<file path="config.mk">
export PLATFORM = sky130hd
export DESIGN_NAME = sum_checksum_frame_deframer
export DESIGN_NICKNAME = d
export VERILOG_FILES = /design/src/hdl/scfd_pkg.sv /design/src/hdl/sum_checksum_frame_deframer.sv /design/src/hdl/scfd_cfg_regs.sv /design/src/hdl/scfd_in_stage.sv /design/src/hdl/scfd_parser.sv /design/src/hdl/scfd_out_stage.sv
export SDC_FILE = /design/constraint.sdc
export NUM_CORES = 1
export LEC_CHECK = 0
export ABC_AREA = 1
export BUFFER_PORTS_ARGS = -buffer_cell sky130_fd_sc_hd__buf_4
export CORE_MARGIN = 4
export CORE_UTILIZATION = 59
export DETAILED_ROUTE_END_ITERATION = 12
export GPL_ROUTABILITY_DRIVEN = 0
export GPL_TIMING_DRIVEN = 0
export MAX_ROUTING_LAYER = met4
export PLACE_DENSITY = 0.83
export SETUP_SLACK_MARGIN = 0.15
export SYNTH_ARGS = -nofsm -noshare
export SYNTH_HDL_FRONTEND = slang
export SYNTH_SLANG_ARGS = --single-unit
</file>
<file path="constraint.sdc">
create_clock -name clk -period 5.1 [get_ports clk]
set_clock_uncertainty 0.05 [all_clocks]
set_input_delay 0.51 -clock clk [delete_from_list [all_inputs] [get_ports clk]]
set_output_delay 0.51 -clock clk [all_outputs]
set_load 0.05 [all_outputs]
</file>
<file path="src/hdl/scfd_pkg.sv">
// Shared types, codes and helpers for the additive-checksum frame deframer.
package scfd_pkg;

  localparam int MARKER_BYTES_DEF = 4;

  localparam int CFG_ADDR_W = 5;
  localparam int IN_DATA_W  = 8;
  localparam int OUT_DATA_W = 48;

  // Register indexes on the configuration port
  localparam logic [2:0] REG_START_PATTERN = 3'd0;
  localparam logic [2:0] REG_START_LENGTH  = 3'd1;
  localparam logic [2:0] REG_END_PATTERN   = 3'd2;
  localparam logic [2:0] REG_END_LENGTH    = 3'd3;
  localparam logic [2:0] REG_RS485_MODE    = 3'd4;
  localparam logic [2:0] REG_BROADCAST     = 3'd5;

  localparam logic KIND_PAYLOAD = 1'b0;
  localparam logic KIND_VERDICT = 1'b1;

  typedef enum logic [1:0] {
    ERR_NONE     = 2'd0,
    ERR_CHECKSUM = 2'd1,
    ERR_END      = 2'd2,
    ERR_TRUNC    = 2'd3
  } err_t;

  typedef enum logic [2:0] {
    PH_HUNT    = 3'd0,
    PH_TARGET  = 3'd1,
    PH_SOURCE  = 3'd2,
    PH_LENGTH  = 3'd3,
    PH_PAYLOAD = 3'd4,
    PH_CHECK   = 3'd5,
    PH_END     = 3'd6
  } phase_t;

  typedef struct packed {
    logic [31:0] start_pattern;
    logic [2:0]  start_length;
    logic [31:0] end_pattern;
    logic [2:0]  end_length;
    logic        rs485_mode;
    logic [7:0]  broadcast_address;
  } cfg_t;

  typedef struct packed {
    logic [7:0] rx_byte;
    logic       buffer_end;
  } in_beat_t;

  typedef struct packed {
    logic       kind;
    logic [7:0] payload_byte;
    logic [7:0] payload_position;
    logic       frame_ok;
    err_t       error_code;
    logic [7:0] dest_addr;
    logic [7:0] src_addr;
    logic [7:0] payload_length;
  } result_t;

  // Marker byte k of a 32-bit pattern; bytes beyond the register read as zero
  function automatic logic [7:0] marker_byte(input logic [31:0] pat, input logic [2:0] k);
    logic [63:0] wide;
    wide = {32'd0, pat};
    return wide[{k, 3'b000} +: 8];
  endfunction

endpackage

</file>
<file path="src/hdl/sum_checksum_frame_deframer.sv">
// Top level of the byte-stream frame deframer with additive checksum.
//
// Usage
//   Received bytes enter on the s_axis channel, one byte a beat; tlast marks
//   the last byte of a receive buffer and aborts any unfinished frame.
//   Results leave on the m_axis channel: tuser 0 is a payload byte, tuser 1
//   is the frame verdict (ok flag, error code and the held headers).
//   The registers sit on the APB-style port; the user must write them only
//   while the block is idle, which the block itself does not enforce.
// Throughput and data path
//   One byte per clock while the receiver keeps m_axis_tready high. A byte
//   accepted on s_axis sits in the input register and is parsed from there
//   into the result register, from which its result shows on m_axis. The
//   parse is one compare and one 8-bit add per byte, done combinationally.
// Reset and stall
//   Synchronous reset empties both registers, returns the parser to the
//   hunt and loads the register reset values. When the receiver stalls the
//   result holds in its register, the input register still takes a byte if
//   it is empty, and s_axis_tready then drops until the result beat moves.
module sum_checksum_frame_deframer import scfd_pkg::*; #(
  parameter int MARKER_BYTES = MARKER_BYTES_DEF
) (
  input  logic                  clk,
  input  logic                  rst,
  // APB-style configuration port
  input  logic                  psel,
  input  logic                  penable,
  input  logic                  pwrite,
  input  logic [CFG_ADDR_W-1:0] paddr,
  input  logic [31:0]           pwdata,
  output logic [31:0]           prdata,
  output logic                  pready,
  // Received bytes
  input  logic                  s_axis_tvalid,
  output logic                  s_axis_tready,
  input  logic [IN_DATA_W-1:0]  s_axis_tdata,   // [7:0] rx_byte
  input  logic                  s_axis_tlast,   // buffer_end
  // Results
  output logic                  m_axis_tvalid,
  input  logic                  m_axis_tready,
  // [7:0] payload_byte, [15:8] payload_position, [16] frame_ok,
  // [18:17] error_code, [26:19] dest_addr, [34:27] src_addr,
  // [42:35] payload_length, [47:43] zero
  output logic [OUT_DATA_W-1:0] m_axis_tdata,
  output logic                  m_axis_tuser    // kind
);

  cfg_t     cfg;
  in_beat_t in_beat, held_beat;
  logic     held_valid;
  logic     advance;
  logic     can_load;
  logic     has_result;
  result_t  step_result, out_result;

  assign pready = 1'b1;

  scfd_cfg_regs u_cfg (
    .clk     (clk),
    .rst     (rst),
    .psel    (psel),
    .penable (penable),
    .pwrite  (pwrite),
    .paddr   (paddr),
    .pwdata  (pwdata),
    .prdata  (prdata),
    .cfg     (cfg)
  );

  assign in_beat.rx_byte    = s_axis_tdata;
  assign in_beat.buffer_end = s_axis_tlast;

  // Advance the held byte whenever the result register can take what it yields
  assign advance = held_valid && can_load;

  scfd_in_stage u_in (
    .clk        (clk),
    .rst        (rst),
    .in_valid   (s_axis_tvalid),
    .in_ready   (s_axis_tready),
    .in_beat    (in_beat),
    .held_valid (held_valid),
    .held_beat  (held_beat),
    .advance    (advance)
  );

  scfd_parser #(
    .MARKER_BYTES (MARKER_BYTES)
  ) u_parser (
    .clk        (clk),
    .rst        (rst),
    .cfg        (cfg),
    .advance    (advance),
    .beat       (held_beat),
    .has_result (has_result),
    .result     (step_result)
  );

  scfd_out_stage u_out (
    .clk         (clk),
    .rst         (rst),
    .load        (advance && has_result),
    .load_result (step_result),
    .can_load    (can_load),
    .out_valid   (m_axis_tvalid),
    .out_ready   (m_axis_tready),
    .out_result  (out_result)
  );

  assign m_axis_tuser = out_result.kind;
  assign m_axis_tdata = {5'd0,
                         out_result.payload_length,
                         out_result.src_addr,
                         out_result.dest_addr,
                         out_result.error_code,
                         out_result.frame_ok,
                         out_result.payload_position,
                         out_result.payload_byte};

  // An empty result register must never hold back the input side
  a_ready_when_empty: assert property (@(posedge clk) disable iff (rst)
    !m_axis_tvalid |-> s_axis_tready)
    else $error("input stalled with result register empty");

  // A passing verdict carries no error code
  a_ok_no_error: assert property (@(posedge clk) disable iff (rst)
    (m_axis_tvalid && m_axis_tuser == KIND_VERDICT && m_axis_tdata[16])
      |-> (m_axis_tdata[18:17] == ERR_NONE))
    else $error("passing verdict with an error code");

  // A payload beat carries neither the ok flag nor an error code
  a_payload_clean: assert property (@(posedge clk) disable iff (rst)
    (m_axis_tvalid && m_axis_tuser == KIND_PAYLOAD) |-> (m_axis_tdata[18:16] == 3'd0))
    else $error("payload beat with verdict fields set");

  // A held byte with room downstream is always consumed in that cycle
  a_held_moves: assert property (@(posedge clk) disable iff (rst)
    (held_valid && can_load && !s_axis_tvalid) |=> !held_valid)
    else $error("held byte not consumed");

endmodule

</file>
<file path="src/hdl/scfd_cfg_regs.sv">
// Configuration register bank behind the APB-style port.
module scfd_cfg_regs import scfd_pkg::*; (
  input  logic                  clk,
  input  logic                  rst,
  input  logic                  psel,
  input  logic                  penable,
  input  logic                  pwrite,
  input  logic [CFG_ADDR_W-1:0] paddr,
  input  logic [31:0]           pwdata,
  output logic [31:0]           prdata,
  output cfg_t                  cfg
);

  logic [2:0] idx;
  logic       wr;

  assign idx = paddr[4:2];
  assign wr  = psel && penable && pwrite;

  always_ff @(posedge clk) begin
    if (rst) begin
      cfg.start_pattern     <= 32'd0;
      cfg.start_length      <= 3'd1;
      cfg.end_pattern       <= 32'd0;
      cfg.end_length        <= 3'd1;
      cfg.rs485_mode        <= 1'b0;
      cfg.broadcast_address <= 8'd0;
    end else if (wr) begin
      unique case (idx)
        REG_START_PATTERN: cfg.start_pattern     <= pwdata;
        REG_START_LENGTH:  cfg.start_length      <= pwdata[2:0];
        REG_END_PATTERN:   cfg.end_pattern       <= pwdata;
        REG_END_LENGTH:    cfg.end_length        <= pwdata[2:0];
        REG_RS485_MODE:    cfg.rs485_mode        <= pwdata[0];
        REG_BROADCAST:     cfg.broadcast_address <= pwdata[7:0];
        default: ;
      endcase
    end
  end

  always_comb begin
    unique case (idx)
      REG_START_PATTERN: prdata = cfg.start_pattern;
      REG_START_LENGTH:  prdata = {29'd0, cfg.start_length};
      REG_END_PATTERN:   prdata = cfg.end_pattern;
      REG_END_LENGTH:    prdata = {29'd0, cfg.end_length};
      REG_RS485_MODE:    prdata = {31'd0, cfg.rs485_mode};
      REG_BROADCAST:     prdata = {24'd0, cfg.broadcast_address};
      default:           prdata = 32'd0;
    endcase
  end

endmodule

</file>
<file path="src/hdl/scfd_in_stage.sv">
// Input register: holds one received beat until the parser takes it.
module scfd_in_stage import scfd_pkg::*; (
  input  logic     clk,
  input  logic     rst,
  input  logic     in_valid,
  output logic     in_ready,
  input  in_beat_t in_beat,
  output logic     held_valid,
  output in_beat_t held_beat,
  input  logic     advance
);

  assign in_ready = !held_valid || advance;

  always_ff @(posedge clk) begin
    if (rst) begin
      held_valid <= 1'b0;
    end else if (in_ready) begin
      held_valid <= in_valid;
    end
  end

  always_ff @(posedge clk) begin
    if (in_ready && in_valid) begin
      held_beat <= in_beat;
    end
  end

endmodule

</file>
<file path="src/hdl/scfd_parser.sv">
// Frame parser: phase, marker match, running sum and held headers; one beat a cycle while advance is high.
module scfd_parser import scfd_pkg::*; #(
  parameter int MARKER_BYTES = MARKER_BYTES_DEF
) (
  input  logic     clk,
  input  logic     rst,
  input  cfg_t     cfg,
  input  logic     advance,
  input  in_beat_t beat,
  output logic     has_result,
  output result_t  result
);

  localparam int CW = $clog2(MARKER_BYTES + 1);
  localparam logic [3:0] MB = 4'(MARKER_BYTES);

  phase_t      phase, phase_next;
  logic [CW-1:0] cnt, cnt_next;
  logic [7:0]  sum, sum_next;
  logic [7:0]  tgt, tgt_next;
  logic [7:0]  src, src_next;
  logic [7:0]  len, len_next;
  logic [7:0]  pcnt, pcnt_next;

  logic [3:0]  slen, elen, cnt_inc;
  logic [7:0]  start_sum, sum_b;
  logic        is_verdict, is_payload, ok;
  err_t        err;

  always_comb begin
    if (cfg.start_length == 3'd0)           slen = 4'd1;
    else if ({1'b0, cfg.start_length} > MB) slen = MB;
    else                                    slen = {1'b0, cfg.start_length};
    if ({1'b0, cfg.end_length} > MB)        elen = MB;
    else                                    elen = {1'b0, cfg.end_length};
  end

  // Sum of the start marker bytes in use, seeds the checksum
  always_comb begin
    start_sum = 8'd0;
    for (int k = 0; k < MARKER_BYTES; k++) begin
      if (4'(k) < slen) start_sum = start_sum + marker_byte(cfg.start_pattern, 3'(k));
    end
  end

  assign cnt_inc = 4'(cnt) + 4'd1;
  assign sum_b   = sum + beat.rx_byte;

  always_comb begin
    phase_next = phase;
    cnt_next   = cnt;
    sum_next   = sum;
    tgt_next   = tgt;
    src_next   = src;
    len_next   = len;
    pcnt_next  = pcnt;
    is_payload = 1'b0;
    is_verdict = 1'b0;
    ok         = 1'b0;
    err        = ERR_NONE;

    unique case (phase)
      PH_HUNT: begin
        if (beat.rx_byte == marker_byte(cfg.start_pattern, 3'(cnt))) begin
          if (cnt_inc >= slen) begin
            sum_next   = start_sum;
            tgt_next   = cfg.rs485_mode ? 8'd0 : cfg.broadcast_address;
            src_next   = 8'd0;
            len_next   = 8'd0;
            pcnt_next  = 8'd0;
            cnt_next   = '0;
            phase_next = cfg.rs485_mode ? PH_TARGET : PH_SOURCE;
          end else begin
            cnt_next = CW'(cnt_inc);
          end
        end else begin
          cnt_next = '0;
        end
      end
      PH_TARGET: begin
        tgt_next   = beat.rx_byte;
        sum_next   = sum_b;
        phase_next = PH_SOURCE;
      end
      PH_SOURCE: begin
        src_next   = beat.rx_byte;
        sum_next   = sum_b;
        phase_next = PH_LENGTH;
      end
      PH_LENGTH: begin
        len_next   = beat.rx_byte;
        sum_next   = sum_b;
        pcnt_next  = 8'd0;
        phase_next = (beat.rx_byte != 8'd0) ? PH_PAYLOAD : PH_CHECK;
      end
      PH_PAYLOAD: begin
        sum_next   = sum_b;
        is_payload = 1'b1;
        pcnt_next  = pcnt + 8'd1;
        if ({1'b0, pcnt} + 9'd1 >= {1'b0, len}) phase_next = PH_CHECK;
      end
      PH_CHECK: begin
        sum_next = sum_b;
        if (sum_b != 8'd0) begin
          is_verdict = 1'b1;
          err        = ERR_CHECKSUM;
        end else if (elen == 4'd0) begin
          is_verdict = 1'b1;
          ok         = 1'b1;
        end else begin
          cnt_next   = '0;
          phase_next = PH_END;
        end
      end
      PH_END: begin
        if (beat.rx_byte == marker_byte(cfg.end_pattern, 3'(cnt))) begin
          if (cnt_inc >= elen) begin
            is_verdict = 1'b1;
            ok         = 1'b1;
          end else begin
            cnt_next = CW'(cnt_inc);
          end
        end else begin
          is_verdict = 1'b1;
          err        = ERR_END;
        end
      end
      default: begin
        phase_next = PH_HUNT;
        cnt_next   = '0;
        sum_next   = 8'd0;
      end
    endcase

    if (is_verdict) begin
      phase_next = PH_HUNT;
      cnt_next   = '0;
      sum_next   = 8'd0;
    end

    // Buffer end: abort an unfinished frame, drop a partial start match
    if (beat.buffer_end) begin
      if (phase_next != PH_HUNT) begin
        is_verdict = 1'b1;
        ok         = 1'b0;
        err        = ERR_TRUNC;
        phase_next = PH_HUNT;
        sum_next   = 8'd0;
      end
      cnt_next = '0;
    end
  end

  // Result beat for the current byte; a verdict replaces any payload beat
  always_comb begin
    has_result              = is_verdict || is_payload;
    result.kind             = is_verdict ? KIND_VERDICT : KIND_PAYLOAD;
    result.payload_byte     = is_verdict ? 8'd0 : beat.rx_byte;
    result.payload_position = is_verdict ? 8'd0 : pcnt;
    result.frame_ok         = ok;
    result.error_code       = err;
    result.dest_addr        = tgt_next;
    result.src_addr         = src_next;
    result.payload_length   = len_next;
  end

  always_ff @(posedge clk) begin
    if (rst) begin
      phase <= PH_HUNT;
      cnt   <= '0;
      sum   <= 8'd0;
      tgt   <= 8'd0;
      src   <= 8'd0;
      len   <= 8'd0;
      pcnt  <= 8'd0;
    end else if (advance) begin
      phase <= phase_next;
      cnt   <= cnt_next;
      sum   <= sum_next;
      tgt   <= tgt_next;
      src   <= src_next;
      len   <= len_next;
      pcnt  <= pcnt_next;
    end
  end

endmodule

</file>
<file path="src/hdl/scfd_out_stage.sv">
// Result register: holds one result beat until the receiver takes it.
module scfd_out_stage import scfd_pkg::*; (
  input  logic    clk,
  input  logic    rst,
  input  logic    load,
  input  result_t load_result,
  output logic    can_load,
  output logic    out_valid,
  input  logic    out_ready,
  output result_t out_result
);

  assign can_load = !out_valid || out_ready;

  always_ff @(posedge clk) begin
    if (rst) begin
      out_valid <= 1'b0;
    end else if (can_load) begin
      out_valid <= load;
    end
  end

  always_ff @(posedge clk) begin
    if (can_load && load) begin
      out_result <= load_result;
    end
  end

endmodule
</file>
# [Yosys cells after proc, flatten, opt, wreduce, memory -nomap -nowiden]
# Index checks and enable logic that the tools add are counted.
[word_totals] memories=0 inputBits=53 ff_bits=180 ramBits=0 wordCells=158 rom_bits=0 latchBits=0
[op_classes] n_reduce_logical=29 bitwise_logic=0 eq_ne=20 mux=66 div=0 mul=0 n_lt_le_gt_ge=9 addsub=7 n_shift=2
[ops] op="$pmux W32 S6" n=1
[ops] op="$mux W8" n=18
[ops] op="$shiftx A64 B7 Y8" n=2
[ops] op="$mux W3" n=18
[ops] op="$pmux W8 S2" n=3
[ops] op="$pmux W8 S3" n=2
[ops] op="$add A8 B8 Y8" n=4
[ops] op="$pmux W3 S7" n=1
[ops] op="$eq A8 B8 Y1" n=2
[ops] op="$reduce_bool A8 Y1" n=2
[ops] op="$eq A3 B3 Y1 const B" n=5
[ops] op="$mux W1" n=14
[ops] op="$eq A3 B2 Y1 const B" n=4
[ops] op="$ne A4 B4 Y1 const B" n=3
[ops] op="$pmux W3 S4" n=1
[ops] op="$reduce_and A2 Y1" n=6
[ops] op="$add A8 B1 Y9 const B" n=1
[ops] op="$ge A9 B8 Y1" n=1
[ops] op="$logic_not A3 Y1" n=3
[ops] op="$add A8 B1 Y8 const B" n=1
[ops] op="$lt A1 B4 Y1 const A" n=2
[ops] op="$lt A2 B4 Y1 const A" n=2
[ops] op="$mux W2" n=4
[ops] op="$eq A3 B1 Y1 const B" n=2
[ops] op="other kinds (19)" n=31

# [Longest topological paths before layout]
[depth] word_depth=17 mapped_depth=30 ltp_nobuf=30

# [Hierarchy]
# Synthesis repeated with hierarchy kept, for this count alone.
[unflattened] hier_cells=1738 hier_area_um2=11454.7
[by_module_without_submodules] mod="scfd_parser" area_each_um2=5881.9 seq_area_each_um2=920.9 cells_each=1050 n_inst=1
[by_module_without_submodules] mod="scfd_cfg_regs" area_each_um2=3816.2 seq_area_each_um2=1581.5 cells_each=611 n_inst=1
[by_module_without_submodules] mod="scfd_out_stage" area_each_um2=1368.8 seq_area_each_um2=1341.3 cells_each=50 n_inst=1
[by_module_without_submodules] mod="scfd_in_stage" area_each_um2=317.8 seq_area_each_um2=290.3 cells_each=15 n_inst=1
[by_module_without_submodules] mod="sum_checksum_frame_deframer" area_each_um2=70.1 seq_area_each_um2=0.0 cells_each=12 n_inst=1

# [Least setup slack after synthesis]
# OpenSTA, ideal clock, no wires.
[synth_timing] path_kind="reg2reg" start="register u_cfg.cfg[45] (netlist name)" end="register u_parser.sum[7]" setup_time_ps=132 path_slack_ps=1195 required_time_ps=4918 path_buffers=1 arrival_time_ps=3723 path_stages_with_launch=27 path_cell_list="dfxtp_1 > nor2_1 > inv_1 > clkbuf_1 > o21ai_0 > ha_1 > inv_1 > fa_1 > o21ai_0 > a21o_1 > a21oi_1 > or2_2 > nand3_1 > o21ai_0 > ha_1 > nand2_1 > inv_1 > nand4_1 > o211ai_1 > nand2_1 > nand2_1 > nor2_1 > nand3_1 > nand3_1 > nand2_1 > nand3_1 > a21oi_1"
[synth_between] elab_chain_len=17
[synth_rtl] element="$gt A3 B3 Y1" line_no="scfd_parser.sv:32" rtl="else if ({1'b0, cfg.start_length} > MB) slen = MB;"
[synth_rtl] element="$mux W3" line_no="scfd_parser.sv:32"
[synth_rtl] element="$mux W4 (*)" line_no="scfd_parser.sv:31" rtl="if (cfg.start_length == 3'd0) slen = 4'd1;"
[synth_rtl] element="$lt A1 B4 Y1" line_no="scfd_parser.sv:42" rtl="if (4'(k) < slen) start_sum = start_sum + marker_byte(cfg.start_pattern, 3'(k));"
[synth_rtl] element="$mux W8" line_no="scfd_parser.sv:42"
[synth_rtl] element="$add A8 B8 Y8" line_no="scfd_parser.sv:42"
[synth_rtl] element="$mux W8" line_no="scfd_parser.sv:42"
[synth_rtl] element="$add A8 B8 Y8" line_no="scfd_parser.sv:42"
[synth_rtl] element="$mux W8" line_no="scfd_parser.sv:42"
[synth_rtl] element="$add A8 B8 Y8" line_no="scfd_parser.sv:42"
[synth_rtl] element="$mux W8" line_no="scfd_parser.sv:42"
[synth_rtl] element="$mux W8" line_no="scfd_parser.sv:65" rtl="if (cnt_inc >= slen) begin"
[synth_rtl] element="$mux W8" line_no="scfd_parser.sv:64" rtl="if (beat.rx_byte == marker_byte(cfg.start_pattern, 3'(cnt))) begin"
[synth_rtl] element="$pmux W8 S3" line_no="scfd_parser.sv:62" rtl="unique case (phase)"
[synth_rtl] element="$mux W8" line_no="scfd_parser.sv:135" rtl="if (is_verdict) begin"
[synth_rtl] element="$mux W8" line_no="scfd_parser.sv:143" rtl="if (phase_next != PH_HUNT) begin"
[synth_rtl] element="$mux W8 (*)" line_no="scfd_parser.sv:142" rtl="if (beat.buffer_end) begin"
[synth_rtl] element="end signal: assignment" line_no="scfd_parser.sv:179" rtl="sum <= sum_next;"
[synth_rtl] element="end: declaration" line_no="scfd_parser.sv:19" rtl="logic [7:0] sum, sum_next;"
# Mark *: on every way between the ends. The rest lies on a longest branch, timed or not.
# A chain may end at the register's enable or synchronous reset.

# [Final worst setup path]
[layout_timing] start="register u_cfg.cfg[45] (netlist name)" end="register u_parser.sum[7]"
[layout_between] elab_chain_len=17
[layout_rtl] element="$gt A3 B3 Y1" line_no="scfd_parser.sv:32"
[layout_rtl] element="$mux W3" line_no="scfd_parser.sv:32"
[layout_rtl] element="$mux W4 (*)" line_no="scfd_parser.sv:31"
[layout_rtl] element="$lt A1 B4 Y1" line_no="scfd_parser.sv:42"
[layout_rtl] element="$mux W8" line_no="scfd_parser.sv:42"
[layout_rtl] element="$add A8 B8 Y8" line_no="scfd_parser.sv:42"
[layout_rtl] element="$mux W8" line_no="scfd_parser.sv:42"
[layout_rtl] element="$add A8 B8 Y8" line_no="scfd_parser.sv:42"
[layout_rtl] element="$mux W8" line_no="scfd_parser.sv:42"
[layout_rtl] element="$add A8 B8 Y8" line_no="scfd_parser.sv:42"
[layout_rtl] element="$mux W8" line_no="scfd_parser.sv:42"
[layout_rtl] element="$mux W8" line_no="scfd_parser.sv:65"
[layout_rtl] element="$mux W8" line_no="scfd_parser.sv:64"
[layout_rtl] element="$pmux W8 S3" line_no="scfd_parser.sv:62"
[layout_rtl] element="$mux W8" line_no="scfd_parser.sv:135"
[layout_rtl] element="$mux W8" line_no="scfd_parser.sv:143"
[layout_rtl] element="$mux W8 (*)" line_no="scfd_parser.sv:142"
# Marked as above.

==> summary by stage <==
Outcome
The run finished with clean final reports.

Setup path
The required time at the endpoint of the critical path is around 5400 ps. The critical path capture point type is a flip-flop. The terminus of the critical flop-to-flop path is u_parser.sum[7]. The launch point of the critical path is u_cfg.cfg[45]. The number of cells on the worst reg-to-reg path is 26.

The startpoint identified for the worst register-to-register timing path is u_cfg.cfg[45]. The critical path depth is 26. The buffering stage count on the worst path with inverters included is 4. The critical path in this run is classified as flip-flop to flip-flop. For this run, the slowest stage of the critical path takes approximately 400 ps. The maximum fanout count along the critical path is 10. The cell with the biggest individual delay on the critical path is sky130_fd_sc_hd__fa_1. The kind of cell adding the most delay to the critical path is simple AND/OR/NAND/NOR gates. STA puts the critical path data arrival time at 4870 ps. The startpoint type of the worst setup path is a flip-flop. The worst register-to-register path has a setup slack of just under 500 ps. The termination of the worst setup path is u_parser.sum[7].

STA
The worst path uses a little over 90% of the clock period. Setup repair after global routing left no endpoint under its margin. The clock period could shrink to 4620 ps. The worst path meets setup with just under 500 ps of slack. For the final routed database, the setup TNS stands at 0 ps.

The final hold violation count is 0. For the pin with the worst max-slew slack, the measured transition is around 940 ps. The worst max-slew margin expressed relative to the limit is a little under two fifths.

The number of setup violations in the final report is 0. The final-report max-slew violation count was 0. The highest clock frequency the design can meet is around 220 MHz.

Logic synthesis
By count the netlist is led by 279 x sky130_fd_sc_hd__nand2_1, 207 x sky130_fd_sc_hd__inv_1, 140 x sky130_fd_sc_hd__a21oi_1, 129 x sky130_fd_sc_hd__o21ai_0, 127 x sky130_fd_sc_hd__dfxtp_1. Synthesis inferred between 150 and 200 register bits. The number of cells produced by synthesis is 1405. The total standard cell area after synthesis is roughly 10000 um2. The cell type contributing the most total cell area after synthesis is sky130_fd_sc_hd__dfxtp_1. The number of synthesized flops with an enable pin is 53.

In this run the biggest area consumer among cell types represents approximately 25% of the synthesized area. Yosys printed 0 warnings. Among all flip-flop cells after synthesis, the most frequent one is sky130_fd_sc_hd__dfxtp_1.

Counting flops with an async set or reset pin after synthesis yields a share of 0%. By area the synthesized netlist is led by sky130_fd_sc_hd__dfxtp_1 25%, sky130_fd_sc_hd__edfxtp_1 15%, sky130_fd_sc_hd__nand2_1 10%. Sequential cells were found to cover about two fifths of the synthesized design area. sky130_fd_sc_hd__nand2_1 is the most common cell in the netlist. The unique cell type count in the Yosys netlist is 49. After synthesis, the mean cell area works out to roughly 7.4 um2.

Global routing
The global-route total usage across every layer is about a third. Entering global routing, the biggest net connects 45 pins. The first global-routing pass estimated 50300 um of wire. The number of global-route vias before repair is between 9000 and 10000. The total congestion overflow is 0. The number of antenna violations at the first check in global routing came to 1.

Die
The area of the placeable core is 17200 um2. Row generation in the floorplan step produced between 40 and 50 rows. Pin placement for this block handled approximately 140 I/O pins. From bottom edge to top edge, the die measures roughly 140 um.

Measured along the x axis, the die boundary spans about 140 um. The initial utilization of the core area, before any placement, comes to between 60% and 70%. The floorplan step defined a die boundary enclosing roughly 20000 um2.

Power
Summed over all cells, the static leakage comes to between 5 and 6 nW. In this run the power density over the cells is 268 nW/um2. VDD sags by at most approximately 0.26 mV.

Drt
The total wire length after detailed routing is approximately 32000 um. The count of TritonRoute iterations in the first routing pass is 7. The detail-routed via count per cell is around 6.0. The detailed-route via count is approximately 11000. The number of DRC markers after the initial detailed-route iteration is 1584.

For this run, design rule violations remaining after detail routing come to 0. The post-detailed-route count of antenna-violating nets is 0. The average wire length per cell after detail routing is ~18 um.

Clock tree
The insertion delay to the later sink of the worst-skew pair is around 460 ps. The clock tree root buffer cell is sky130_fd_sc_hd__clkbuf_16. TritonCTS built the clock tree. The deepest clock path buffer count is 2. Clock-pin slew was measured on the worst setup and hold paths at 70 ps. The clock buffer count from CTS is 17. The H-tree generated during clock tree synthesis spans 4 levels.

Once the clock tree was built, the setup fixing pass inserted 0 buffers. The TritonCTS sink count is 180.

Placement
Before CTS, the worst setup slack after placement is just under 300 ps. In this run the cell area measured after placement is between 10000 and 15000 um2. The count of buffers inserted at the top-level ports is about 130.

Summed over all nets, the half-perimeter wirelength after detailed placement is about 24000 um.

Final layout
In the final layout, the share of cells above drive strength 1 is between 10% and 20%. The final cell area excluding filler cells is ~12000 um2. The total of fill cells in the finished design is approximately 1400.

The sequential cell area is slightly above 4000 um2. The relative area change from synthesis to final layout is 18.4%. Summing all multi-input logic gate instances after layout gives ~5100 um2. The number of diodes added for antenna fixing is 0. The final layout contains 1657 nets.

Flow run
The number of max-capacitance violations reported is 0.

Hold path
The worst hold path begins at s_axis_tdata[4]. The path category of the worst min-delay check is input port to flip-flop.
==> state kept, by name (all words and copies together), names as in the netlist <==
| name | count |
|---|---|
| u_parser.tgt | 8 |
| u_in.held_valid | 1 |
| u_in.held_beat | 9 |
| u_parser.phase | 3 |
| u_out.out_result | 44 |
| u_cfg.cfg | 79 |
| u_parser.cnt | 3 |
| u_parser.sum | 8 |
| u_parser.pcnt | 8 |
| u_parser.src | 8 |
| u_out.out_valid | 1 |
| u_parser.len | 8 |
==> logic make-up after synthesis <==
group	Yosys count	synth area share [%]
xor+xnor	16	1.35
simple gates	500	20.4
mux	1	0.218
compound gates	381	20.8
flops	180	39.9
buf+inv	277	11.1
other cells	2	0.0726
fa+ha+maj	48	6.09
==> layer usage <==
metal	GRT usage, %	part of all wire, %	routed length, um	vias to the layer above
li1	-	-	-	5003
met2	48.9	44	14000	678
met5	-	0	0	-
met4	14.1	4.3	1360	0
met1	43.5	40	12700	4911
met3	6.35	12	3710	120
==> layout by cell type (no fill, tap or decap), types with 5 or more instances in the layout <==
cell / Yosys / routed
sky130_fd_sc_hd__conb_1: 2 / 6
sky130_fd_sc_hd__xor2_1: 10 / 10
sky130_fd_sc_hd__o221ai_1: 15 / 15
sky130_fd_sc_hd__a211oi_1: 8 / 8
sky130_fd_sc_hd__buf_2: 5 / 5
sky130_fd_sc_hd__dfxtp_1: 127 / 127
sky130_fd_sc_hd__xnor2_1: 6 / 6
sky130_fd_sc_hd__clkinv_8: 0 / 5
sky130_fd_sc_hd__clkbuf_16: 0 / 17
sky130_fd_sc_hd__o21ai_1: 10 / 14
sky130_fd_sc_hd__ha_1: 44 / 44
sky130_fd_sc_hd__nor3_1: 10 / 10
sky130_fd_sc_hd__a21oi_1: 140 / 140
sky130_fd_sc_hd__nand3b_1: 7 / 7
sky130_fd_sc_hd__clkbuf_1: 41 / 40
sky130_fd_sc_hd__buf_4: 8 / 136
sky130_fd_sc_hd__buf_6: 6 / 6
sky130_fd_sc_hd__nand2_1: 279 / 279
sky130_fd_sc_hd__nor2_1: 98 / 97
sky130_fd_sc_hd__o21ai_0: 129 / 125
sky130_fd_sc_hd__inv_1: 207 / 206
sky130_fd_sc_hd__edfxtp_1: 53 / 53
sky130_fd_sc_hd__nand4_1: 8 / 8
sky130_fd_sc_hd__or2_2: 5 / 5
sky130_fd_sc_hd__nand3_1: 82 / 82
sky130_fd_sc_hd__o22ai_1: 36 / 36
sky130_fd_sc_hd__o211ai_1: 25 / 25
==> stage by stage <==
stage / total power, mW / util, % / std cells / hold slack (ps)
global route: 3.38 / 71.1 / 1794 / 190
detailed placement: 1.89 / 67.3 / 1762 / 428
global placement: 1.88 / 67.3 / 1762 / 416
finish: 3.29 / 71.1 / 1794 / 189
CTS: 3.28 / 71.1 / 1794 / 183
floorplan: 1.77 / - / 1409 / 394
==> power by group <==
group / total (mW) / internal, mW / switching (mW)
clock network: 1.42 / 0.726 / 0.693
registers: 1.52 / 1.50 / 0.0242
logic: 0.347 / 0.117 / 0.230
==> worst min path at each step <==
| stage | to | cells past startpoint |
|---|---|---|
| 6_report | u_in.held_beat[5] | 1 |
| 5_1_grt | u_in.held_beat[5] | 1 |
| 4_1_cts | u_in.held_beat[5] | 1 |
| 3_5_place_dp | u_cfg.cfg[43] | 2 |
| 3_3_place_gp | u_cfg.cfg[36] | 2 |
| 2_1_floorplan | u_cfg.cfg[15] | 2 |
==> cell type report <==
| type | count | area share [%] |
|---|---|---|
| Multi-Input combinational cell | 952 | 41.4 |
| Sequential cell | 180 | 33.7 |
| Timing Repair Buffer | 128 | 7.84 |
| Inverter | 212 | 6.49 |
| Clock buffer | 17 | 3.47 |
| Buffer | 65 | 2.93 |
| Tap cell | 225 | 2.30 |
| Clock inverter | 15 | 1.80 |
==> worst reg2reg max path, stage by stage (launching register included) <==
cell and delay [ps]:
sky130_fd_sc_hd__dfxtp_1 370, sky130_fd_sc_hd__nor2_2 310, sky130_fd_sc_hd__inv_1 110, sky130_fd_sc_hd__clkbuf_2 210
sky130_fd_sc_hd__o21ai_1 280, sky130_fd_sc_hd__ha_1 230, sky130_fd_sc_hd__inv_1 60, sky130_fd_sc_hd__fa_1 410
sky130_fd_sc_hd__o21ai_1 260, sky130_fd_sc_hd__a21o_1 150, sky130_fd_sc_hd__a21oi_1 70, sky130_fd_sc_hd__or2_2 270
sky130_fd_sc_hd__nand3_1 60, sky130_fd_sc_hd__o21ai_0 160, sky130_fd_sc_hd__ha_1 370, sky130_fd_sc_hd__nand2_1 100
sky130_fd_sc_hd__inv_1 40, sky130_fd_sc_hd__nand4_1 70, sky130_fd_sc_hd__o211ai_1 180, sky130_fd_sc_hd__nand2_1 110
sky130_fd_sc_hd__nand2_1 50, sky130_fd_sc_hd__nor2_1 120, sky130_fd_sc_hd__nand3_1 100, sky130_fd_sc_hd__nand3_1 120
sky130_fd_sc_hd__nand2_1 70, sky130_fd_sc_hd__nand3_1 80, sky130_fd_sc_hd__a21oi_1 60
==> what timing repair did <==
| action | CTS | global route |
|---|---|---|
| setup endpoints to repair | 0 | 1 |
| endpoints found under the hold margin | 0 | 0 |
| hold buffers | 0 | 0 |
| resized for setup | 0 | 7 |
No activity file was read; power rests on OpenSTA's default activity.
